**config.mk**
```make
export PLATFORM = sky130hd
export DESIGN_NAME = wca_range
export DESIGN_NICKNAME = d
export VERILOG_FILES = /design/src/wca_pkg.sv /design/src/wca_range.sv
export SDC_FILE = /design/constraint.sdc
export NUM_CORES = 1
export LEC_CHECK = 0
export ABC_AREA = 1
export BUFFER_PORTS_ARGS = -buffer_cell sky130_fd_sc_hd__buf_2
export CORE_ASPECT_RATIO = 1.4
export CORE_MARGIN = 1.5
export CORE_UTILIZATION = 50
export DETAILED_ROUTE_END_ITERATION = 8
export MAX_ROUTING_LAYER = met4
export PLACE_DENSITY_LB_ADDON = 0.2
export SLEW_MARGIN = 20
export SYNTH_ARGS = -nofsm -noshare
export SYNTH_HDL_FRONTEND = slang
export SYNTH_SLANG_ARGS = --single-unit
```
**constraint.sdc**
```tcl
create_clock -name vclk -period 8.6
set_clock_uncertainty 0.2 [all_clocks]
set_input_delay 0.43 -clock vclk [all_inputs]
set_output_delay 0.43 -clock vclk [all_outputs]
set_load 0.05 [all_outputs]
```
**src/wca_pkg.sv**
```systemverilog
// ----------------------------------------------------------------------------
// wca_pkg: shared types and arithmetic for the waveform capture block
// display range state, top floor constants and the x*1.05 growth helpers
// ----------------------------------------------------------------------------
`default_nettype none

package wca_pkg;

	localparam int HISTORY_DEPTH_DEF = 256;
	localparam int IDX_W             = 8;
	localparam int SAMPLE_W          = 16;
	localparam int PAIR_W            = 2 * SAMPLE_W;

	localparam logic        [SAMPLE_W-1:0] TOP_FLOOR_V = 16'd100;
	localparam logic signed [SAMPLE_W-1:0] TOP_FLOOR_I = 16'sd100;

	// peaks and sticky display tops
	typedef struct packed {
		logic                       started;
		logic        [SAMPLE_W-1:0] vtop;
		logic signed [SAMPLE_W-1:0] itop;
		logic        [SAMPLE_W-1:0] vpeak;
		logic signed [SAMPLE_W-1:0] ipeak;
	} range_t;

	// x + floor(x*205/4096), saturated to 16 bit unsigned
	function automatic logic [SAMPLE_W-1:0] grow_v(input logic [SAMPLE_W-1:0] x);
		logic [23:0] p;
		logic [16:0] s;
		p = 24'(x) * 24'd205;
		s = {1'b0, x} + 17'(p[23:12]);
		return s[16] ? 16'hFFFF : s[15:0];
	endfunction

	// x + floor(x*205/4096), saturated to 16 bit two's complement
	function automatic logic signed [SAMPLE_W-1:0] grow_i(
		input logic signed [SAMPLE_W-1:0] x
	);
		logic signed [23:0] p;
		logic        [16:0] s;
		p = $signed({{8{x[15]}}, x}) * $signed(24'd205);
		s = {x[15], x} + {{5{p[23]}}, p[23:12]};
		if (s[16] != s[15]) begin
			return s[16] ? 16'sh8000 : 16'sh7FFF;
		end
		return $signed(s[15:0]);
	endfunction

endpackage

`default_nettype wire

```
**src/wca_range.sv**
```systemverilog
// ----------------------------------------------------------------------------
// wca_range: peak tracking and sticky display top update
// next range state for one captured sample pair
// ----------------------------------------------------------------------------
`default_nettype none

module wca_range (
	input  logic        [15:0] voltage,
	input  logic signed [15:0] current,
	input  wca_pkg::range_t    cur,
	output wca_pkg::range_t    nxt
);

	import wca_pkg::*;

	logic        [SAMPLE_W-1:0] gv;
	logic signed [SAMPLE_W-1:0] gi;

	always_comb begin
		gv          = grow_v(voltage);
		gi          = grow_i(current);
		nxt         = cur;
		nxt.started = 1'b1;
		if (voltage > cur.vpeak) begin
			nxt.vpeak = voltage;
		end
		if (current > cur.ipeak) begin
			nxt.ipeak = current;
		end
		if (!cur.started) begin
			// first sample: grown value, but never below the floor
			nxt.vtop = (gv > TOP_FLOOR_V) ? gv : TOP_FLOOR_V;
			nxt.itop = (gi > TOP_FLOOR_I) ? gi : TOP_FLOOR_I;
		end else begin
			if (voltage > cur.vtop) begin
				nxt.vtop = gv;
			end
			if (current > cur.itop) begin
				nxt.itop = gi;
			end
		end
	end

endmodule

`default_nettype wire

```
-- Word level (Yosys, flattened, before mapping)
Index checks and enable logic that the tools add are counted.
- flip-flop bits (word level): 0
- output and inout port bits: 65
- add/sub/neg operators: 2
- multipliers: 2
- order comparisons: 6
- equal/unequal tests: 1
- muxes and demuxes: 12
- operators with widths (kind ; number):
    $mux 16 ; 10
    $gt 16x16->1 ; 4
    $add 16x12->17 ; 2
    $mux 32 ; 1
    $mul 16x8->24 const B ; 1
    $mul 16x9->24 const B ; 1
    $gt 16x7->1 const B ; 1
    $gt 16x8->1 const B ; 1
    $mux 1 ; 1
    $ne 1x1->1 ; 1

-- Longest topological paths before layout
Gate-level depths: netlist of run 1.
- word-level depth: 8
- depth in mapped cells: 41

-- Least setup slack after synthesis of run 1
Ideal clock, no wire load.
- kind: in2out
- start: input port current[5]
- end: output port nxt[32] in the netlist's numbering
- data arrival time: 6.809 ns
- data required time: 7.970 ns
- slack: 1.161 ns
- stages: 33
- path buffers: 2
- cell sequence: ha_1 > fa_1 > fa_1 > inv_1 > fa_1 > inv_1 > ha_1 > a21oi_1 > o21ai_0 > a21oi_1 > a21boi_0 > o21bai_1 > nand2_1 > o311ai_0 > xor2_1 > ha_1 > a21oi_1 > o21ai_0 > a21oi_1 > nand3_1 > xor2_1 > inv_1 > ha_1 > clkbuf_1 > o21ai_0 > a21oi_1 > nor2_1 > nand2_1 > nand2_1 > nand3_2 > buf_6 > nand4_1 > nand2_1
- RTL lines (element ; RTL line ; RTL):
    start, declared ; wca_range.sv:9 ; input logic signed [15:0] current,
    end, declared ; wca_range.sv:11 ; output wca_pkg::range_t nxt

==> results by group, run 1 <==
GRT
  – All-Layer GR Usage: 28.7%
  – Gr ovfl total: 0
  – Antenna violations before repair: 0
  – Vias in the first global route: 10062
  – Largest net degree at the start of global routing: 35
  – First-pass GRT wire length: 46300 µm

Floorplan
  – # IOs: 162
  – Area of the die: 0.0206 mm²
  – Site row count: 60
  – Core area: 0.0193 mm²
  – Initial Util: 51.2%
  – Chip Width: 122 µm
  – Die Y: 169 µm

Timing
  – Final period util: 93.5%
  – Peak Freq: 0.124 GHz
  – Setup TNS: 0 ns
  – Slew HR: 37.7%
  – Final setup violating endpoints: 0
  – Hold Fails Final Rpt: 0
  – Fin. max-slew vios: 0
  – RSZ-0062 raised after global routing: no
  – Slew @ Worst Pin: 0.932 ns
  – Crit path time final: 8.04 ns

Worst setup path
  – CP peak stage delay: 0.54 ns
  – Most used cell, CP: nand2_1
  – Family with the most delay on the worst path: adder cells
  – Worst path required time: 7.97 ns
  – Critical path capture point type: primary output
  – Worst-path maximum fanout: 15
  – Data arrival, critical path: 7.41 ns
  – Crit path launch type: primary input
  – Critical path's slowest cell: fa_1
  – WP buf/inv: 6
  – WS Path Type: primary input to primary output

Yosys
  – Syn avg cell area: 6.65 µm²
  – Sequential area share after synthesis: 0%
  – Syn. warnings: 0
  – Mapped Nets: 1893
  – Synth Cell Area: 0.00987 mm²
  – Yosys cell types: 54
  – Cells after synthesis: 1485

Route
  – Via count: 10067
  – Routed wire length: 28500 µm
  – Drc violations: 0
  – DR iter-0 viols: 354
  – Routed Antenna Nets: 0
  – DR pass1 iterations: 5
  – Via density: 5.36
  – Avg WL per Cell: 15.1 µm

Hold path
  – Worst hold path class: primary input to primary output

Place
  – GP Congestion: 0.928
  – Port bufs: 161
  – Placed Area: 0.0109 mm²
  – Dpl hpwl: 24900 µm

Final layout
  – Register area: 0 µm²
  – Share of cells above drive strength 1: 12.4%
  – Area grow syn2layout: 11.1%
  – Clock buf count: 0
  – Fin nets: 2041
  – Final instance area: 0.0110 mm²
  – Seq_cells: 0
  – N_diodes: 0

Status
  – Status: finished clean

CTS
  – Hold buffer count at cts: 0

Flow run
  – # Max-Cap Violations: 0
## through the flow
stage                     hold slack (ns)  setup slack [ns]  std cells  utilization [%]
after detailed placement             1.06           -0.0468       1878             56.6
after CTS                            1.06             0.111       1879             56.6
after global placement               1.06             0.128       1878             56.6
final                                1.06             0.555       1879             56.8
after floorplan                     0.981              1.16       1485                -
after global routing                 1.08            0.0171       1879             56.8
## final timing paths
kind       start  endpoint  slack [ns]  cells after the start
max   current[3]   nxt[38]        0.56                     38
min      cur[17]   nxt[17]        1.06                      4
## cell usage in the layout, fill, tap and decap left out, drive strengths merged, types with 5 or more instances in the layout
cell,count
inv,315
nand2,336
o21ai,85
a21o,9
nand4,19
o21bai,8
nor3,12
fa,74
xnor2,13
nor2,78
buf,167
xor2,38
a31oi,6
or2,5
ha,237
a21oi,90
nand3,103
## layout make-up
| class | instances | area, µm² |
|---|---|---|
| multi-input cells | 1143 | 8580 |
| inverters | 318 | 1190 |
| repair buffers | 170 | 881 |
| fillers | 2004 | 8330 |
| well taps | 248 | 310 |
## repair_timing
action / 4_1_cts / 5_1_grt
endpoints found under the setup margin: 3 / 15
buffers inserted: 1 / 0
resized for setup: 0 / 12
gates cloned: 0 / 0
pin swaps: 1 / 0
## layer usage
layer | vias up | share of wire, % | global-route usage [%]
met5 | - | 0 | -
met4 | 0 | 5.3 | 12.4
met3 | 97 | 3.5 | 1.51
met2 | 264 | 53 | 55.3
met1 | 4621 | 38 | 29.5
li1 | 5085 | - | -
## synthesized netlist by cell type, types with 3 or more instances
cell,number,area share [%]
o21ai_0,82,4.2
ha_1,237,30
nand4_1,18,1.1
inv_1,313,12
nand2_1,327,12
xor2_1,38,3.4
xnor2_1,13,1.2
fa_1,74,15
nand3_1,95,4.8
buf_6,3,0.34
clkinv_1,3,0.11
a21o_1,9,0.68
clkbuf_1,13,0.49
nand2_2,8,0.51
a31oi_1,6,0.38
nand3_2,8,0.81
a21oi_1,88,4.5
nor3_1,12,0.61
o211ai_1,3,0.23
buf_2,6,0.30
nor2_1,75,2.9
or2_2,3,0.19
o21bai_1,8,0.61
o21ai_1,3,0.15
nand3b_1,3,0.23
## cells by family after synthesis
logic type               after synthesis  share of synthesized area, %
adder cells (fa/ha/maj)              311                          45.1
AND/OR/NAND/NOR                      561                          24.5
AO/OA/AOI/OAI                        219                          12.4
XOR/XNOR                              51                          4.53
other                                  1                        0.0380
buffers and inverters                342                          13.4
Power of run 1 is not shown: default switching activity piles up to over one toggle a cycle in this logic, so the estimate is an artifact.
==> inputs of run 2 (changes only) <==
Clock period 8.6 ns to 8.84 ns, I/O delays scaled along.
==> run 2 against run 1 <==
Compared with the run above:
- sequential cell count unchanged
- sequential share of layout area unchanged
- final cell count down 0.11%
- first-iteration DRC count up 11%
- die area unchanged
- global-route usage about the same
- count of clock-buffer cells in the layout unchanged
==> results by group, run 2 (same netlist as run 1, synthesis figures left out) <==
Route
  – Routed Antenna Nets: 0
  – Drc violations: 0
  – Met3 wire length: 1060 µm
  – Met1 Wirelength: 10800 µm
  – Via count: 9911
  – DR pass1 iterations: 4
  – Top layer in use: met4
  – Met2 WL: 14900 µm
  – Routed wire length: 28300 µm
  – DR iter-0 viols: 394
  – Avg WL per Cell: 15.1 µm
  – Via density: 5.28

Worst setup path
  – Most used cell, CP: nand2_1
  – Data arrival, critical path: 7.57 ns
  – WP buf/inv: 7
  – Critical path capture point type: primary output
  – WS Path Type: primary input to primary output
  – Family with the most delay on the worst path: adder cells
  – Critical path's slowest cell: fa_1
  – Worst path required time: 8.20 ns
  – Crit path launch type: primary input
  – CP peak stage delay: 0.54 ns
  – Worst-path maximum fanout: 15

Floorplan
  – Die Y: 169 µm
  – Chip Width: 122 µm
  – Core area: 0.0193 mm²
  – Area of the die: 0.0206 mm²
  – # IOs: 162
  – Initial Util: 51.2%
  – Site row count: 60

Final layout
  – Share of cells above drive strength 1: 12.2%
  – Fin cells: 1877
  – Fin nets: 2039
  – Most frequent cells in the layout: nand2_1 (327), inv_1 (313), ha_1 (236)
  – Most common cell after layout, fill and taps aside: nand2_1
  – Clock buf count: 0
  – N_diodes: 0
  – Seq_cells: 0
  – Register area: 0 µm²
  – # fillers: 1949
  – Area grow syn2layout: 10.6%

GRT
  – Gr ovfl total: 0
  – Vias in the first global route: 9809
  – First-pass GRT wire length: 46300 µm
  – All-Layer GR Usage: 28.7%
  – Antenna violations before repair: 0
  – Largest net degree at the start of global routing: 35

Place
  – Dpl hpwl: 24600 µm
  – Port bufs: 161
  – Placed Instances: 1877
  – GP Congestion: 0.943

Timing
  – Final period util: 92.9%
  – Slew HR: 35.9%
  – Setup TNS: 0 ns
  – Fin. max-slew vios: 0
  – Hold Fails Final Rpt: 0
  – Final setup violating endpoints: 0
  – Slew @ Worst Pin: 0.959 ns
  – Peak Freq: 0.122 GHz
  – RSZ-0062 raised after global routing: no
  – Crit path time final: 8.21 ns

Flow run
  – # Max-Cap Violations: 0

CTS
  – Post-cts resize count: 0
  – Hold buffer count at cts: 0
  – # Post-CTS Setup Buffers: 0

Hold path
  – Worst hold path class: primary input to primary output

Status
  – Status: finished clean
[run 2: through the flow]
| stage | worst slack [ns] | instance area (µm²) | utilization (%) | hold slack [ns] |
|---|---|---|---|---|
| after floorplan | 1.38 | 9870 | - | 1.01 |
| after global placement | 0.490 | 10900 | 56.5 | 1.08 |
| after detailed placement | 0.332 | 10900 | 56.5 | 1.08 |
| after CTS | 0.320 | 10900 | 56.5 | 1.09 |
| after global routing | 0.00582 | 10900 | 56.6 | 1.10 |
| final | 0.630 | 10900 | 56.6 | 1.08 |
[run 2: routing by layer]
layer / up-vias / track usage [%]
li1: 5073 / -
met1: 4490 / 29.8
met2: 254 / 54.6
met3: 94 / 2.12
met4: 0 / 11.9
met5: - / -
[run 2: final timing paths]
| check | start | endpoint | slack [ns] | cells after the start |
|---|---|---|---|---|
| worst max-delay path | current[6] | nxt[38] | 0.63 | 36 |
| worst min-delay path | cur[17] | nxt[17] | 1.08 | 4 |
[run 2: final cells by class]
cell class                 count  area [µm²]  area share (%)
multi-input combinational   1143        8560            78.4
inverter                     318        1190            10.9
timing repair buffer         168         858            7.86
tap                          248         310            2.84
Power of run 2 is left out for the same reason.
==> inputs of run 3 (changes only) <==
Settings changed: GPL_TIMING_DRIVEN set to 0, MAX_ROUTING_LAYER met4 to not set.
==> run 3 against run 2 <==
Compared with the run above:
- largest cell class unchanged
- count of clock-buffer cells in the layout unchanged
- die area stayed put
- worst hold slack got worse by 0.0023 ns
- non-clock buffer count up 18
- setup slack worse by 0.046 ns
- global-route usage down 0.96 points
- fmax down 0.56%
- critical endpoint is now nxt[45]
- utilization grew 0.41 points
- final area up 0.72%
==> results by group, run 3 (same netlist as run 1, synthesis figures left out) <==
Worst setup path
  – Worst path required time: 8.20 ns
  – Crit path launch type: primary input
  – Data arrival, critical path: 7.61 ns
  – CP Launch Point: current[5]
  – Worst-path maximum fanout: 10
  – Critical path capture point type: primary output
  – CP endpoint: nxt[45]
  – CP peak stage delay: 0.56 ns
  – Critical path's slowest cell: fa_1
  – WS Path Type: primary input to primary output

Route
  – Via count: 10193
  – DR pass1 iterations: 5
  – Via density: 5.38
  – Routed Antenna Nets: 0
  – Routed wire length: 28300 µm
  – DR iter-0 viols: 477
  – Drc violations: 0
  – Avg WL per Cell: 14.9 µm

Timing
  – Setup TNS: 0 ns
  – Peak Freq: 0.121 GHz
  – Slew @ Worst Pin: 0.578 ns
  – Final setup violating endpoints: 0
  – Fin. max-slew vios: 0
  – Hold Fails Final Rpt: 0
  – RSZ-0062 raised after global routing: no
  – Crit path time final: 8.26 ns
  – Slew HR: 60.5%
  – Final period util: 93.4%

GRT
  – Vias in the first global route: 9889
  – First-pass GRT wire length: 46400 µm
  – All-Layer GR Usage: 27.7%
  – Largest net degree at the start of global routing: 14
  – Antenna violations before repair: 0
  – Gr ovfl total: 0

Hold path
  – Worst hold path class: primary input to primary output

Floorplan
  – Area of the die: 0.0206 mm²
  – Initial Util: 51.2%
  – Core area: 0.0193 mm²
  – Chip Width: 122 µm
  – Die Y: 169 µm
  – # IOs: 162
  – Site row count: 60

Final layout
  – N_diodes: 0
  – Most frequent cells in the layout: nand2_1 (327), inv_1 (313), ha_1 (237)
  – Area grow syn2layout: 11.4%
  – Most common cell after layout, fill and taps aside: nand2_1
  – Clock buf count: 0
  – Register area: 0 µm²
  – Share of cells above drive strength 1: 12.3%
  – Seq_cells: 0
  – Fin nets: 2057

Flow run
  – # Max-Cap Violations: 0

Place
  – Port bufs: 160
  – GP Congestion: 0.919
  – Dpl hpwl: 24700 µm

Status
  – Status: finished clean
## run 3: changes by cell type in the layout (fill, tap and decap cells not counted), moves of 3 or more
cell / before / now
buf_4: 7 / 4
buf_2: 161 / 165
clkbuf_1: 0 / 12
buf_6: 0 / 3
## run 3: repair_timing
item / CTS / global route
hold buffers: 0 / 0
setup endpoints to repair: 0 / 15
resized for setup: 0 / 4
setup buffers: 0 / 2
## run 3: metrics by stage
| stage | hold slack, ns | cells | utilization [%] | area, µm² | setup WS, ns |
|---|---|---|---|---|---|
| 2_1_floorplan | 1.01 | 1485 | - | 9870 | 1.38 |
| 3_3_place_gp | 1.08 | 1893 | 56.9 | 11000 | 0.0764 |
| 3_5_place_dp | 1.08 | 1893 | 56.9 | 11000 | 0.0739 |
| 4_1_cts | 1.08 | 1893 | 56.9 | 11000 | 0.0523 |
| 5_1_grt | 1.10 | 1895 | 57.0 | 11000 | 0.0338 |
| 6_report | 1.08 | 1895 | 57.0 | 11000 | 0.584 |
## run 3: worst min path at each step
stage | from | to | cells past startpoint
5_1_grt | cur[18] | nxt[18] | 4
3_3_place_gp | cur[26] | nxt[26] | 4
6_report | cur[18] | nxt[18] | 4
4_1_cts | cur[27] | nxt[27] | 4
2_1_floorplan | cur[17] | nxt[17] | 2
3_5_place_dp | cur[27] | nxt[27] | 4
## run 3: layer usage
layer	vias up	track usage (%)	wire length, µm	share of wire (%)
met1	4701	30.5	10900	39
met2	310	55.0	15100	54
met3	72	1.24	1100	3.9
li1	5110	-	-	-
met5	-	0	0	0
met4	0	9.57	1130	4.0
## run 3: cell type report
| class | count | area, µm² |
|---|---|---|
| plain buffers | 24 | 129 |
| inverters | 318 | 1190 |
| fillers | 1944 | 8290 |
| multi-input cells | 1143 | 8550 |
| repair buffers | 162 | 818 |
| well taps | 248 | 310 |
## run 3: critical path, delay by kind of cell
family | cells | cell delay (ns)
AO/OA/AOI/OAI | 8 | 1.31
buffers and inverters | 9 | 1.35
AND/OR/NAND/NOR | 10 | 1.08
adder cells (fa/ha/maj) | 7 | 2.90
XOR/XNOR | 2 | 0.51
Power of run 3 is left out for the same reason.
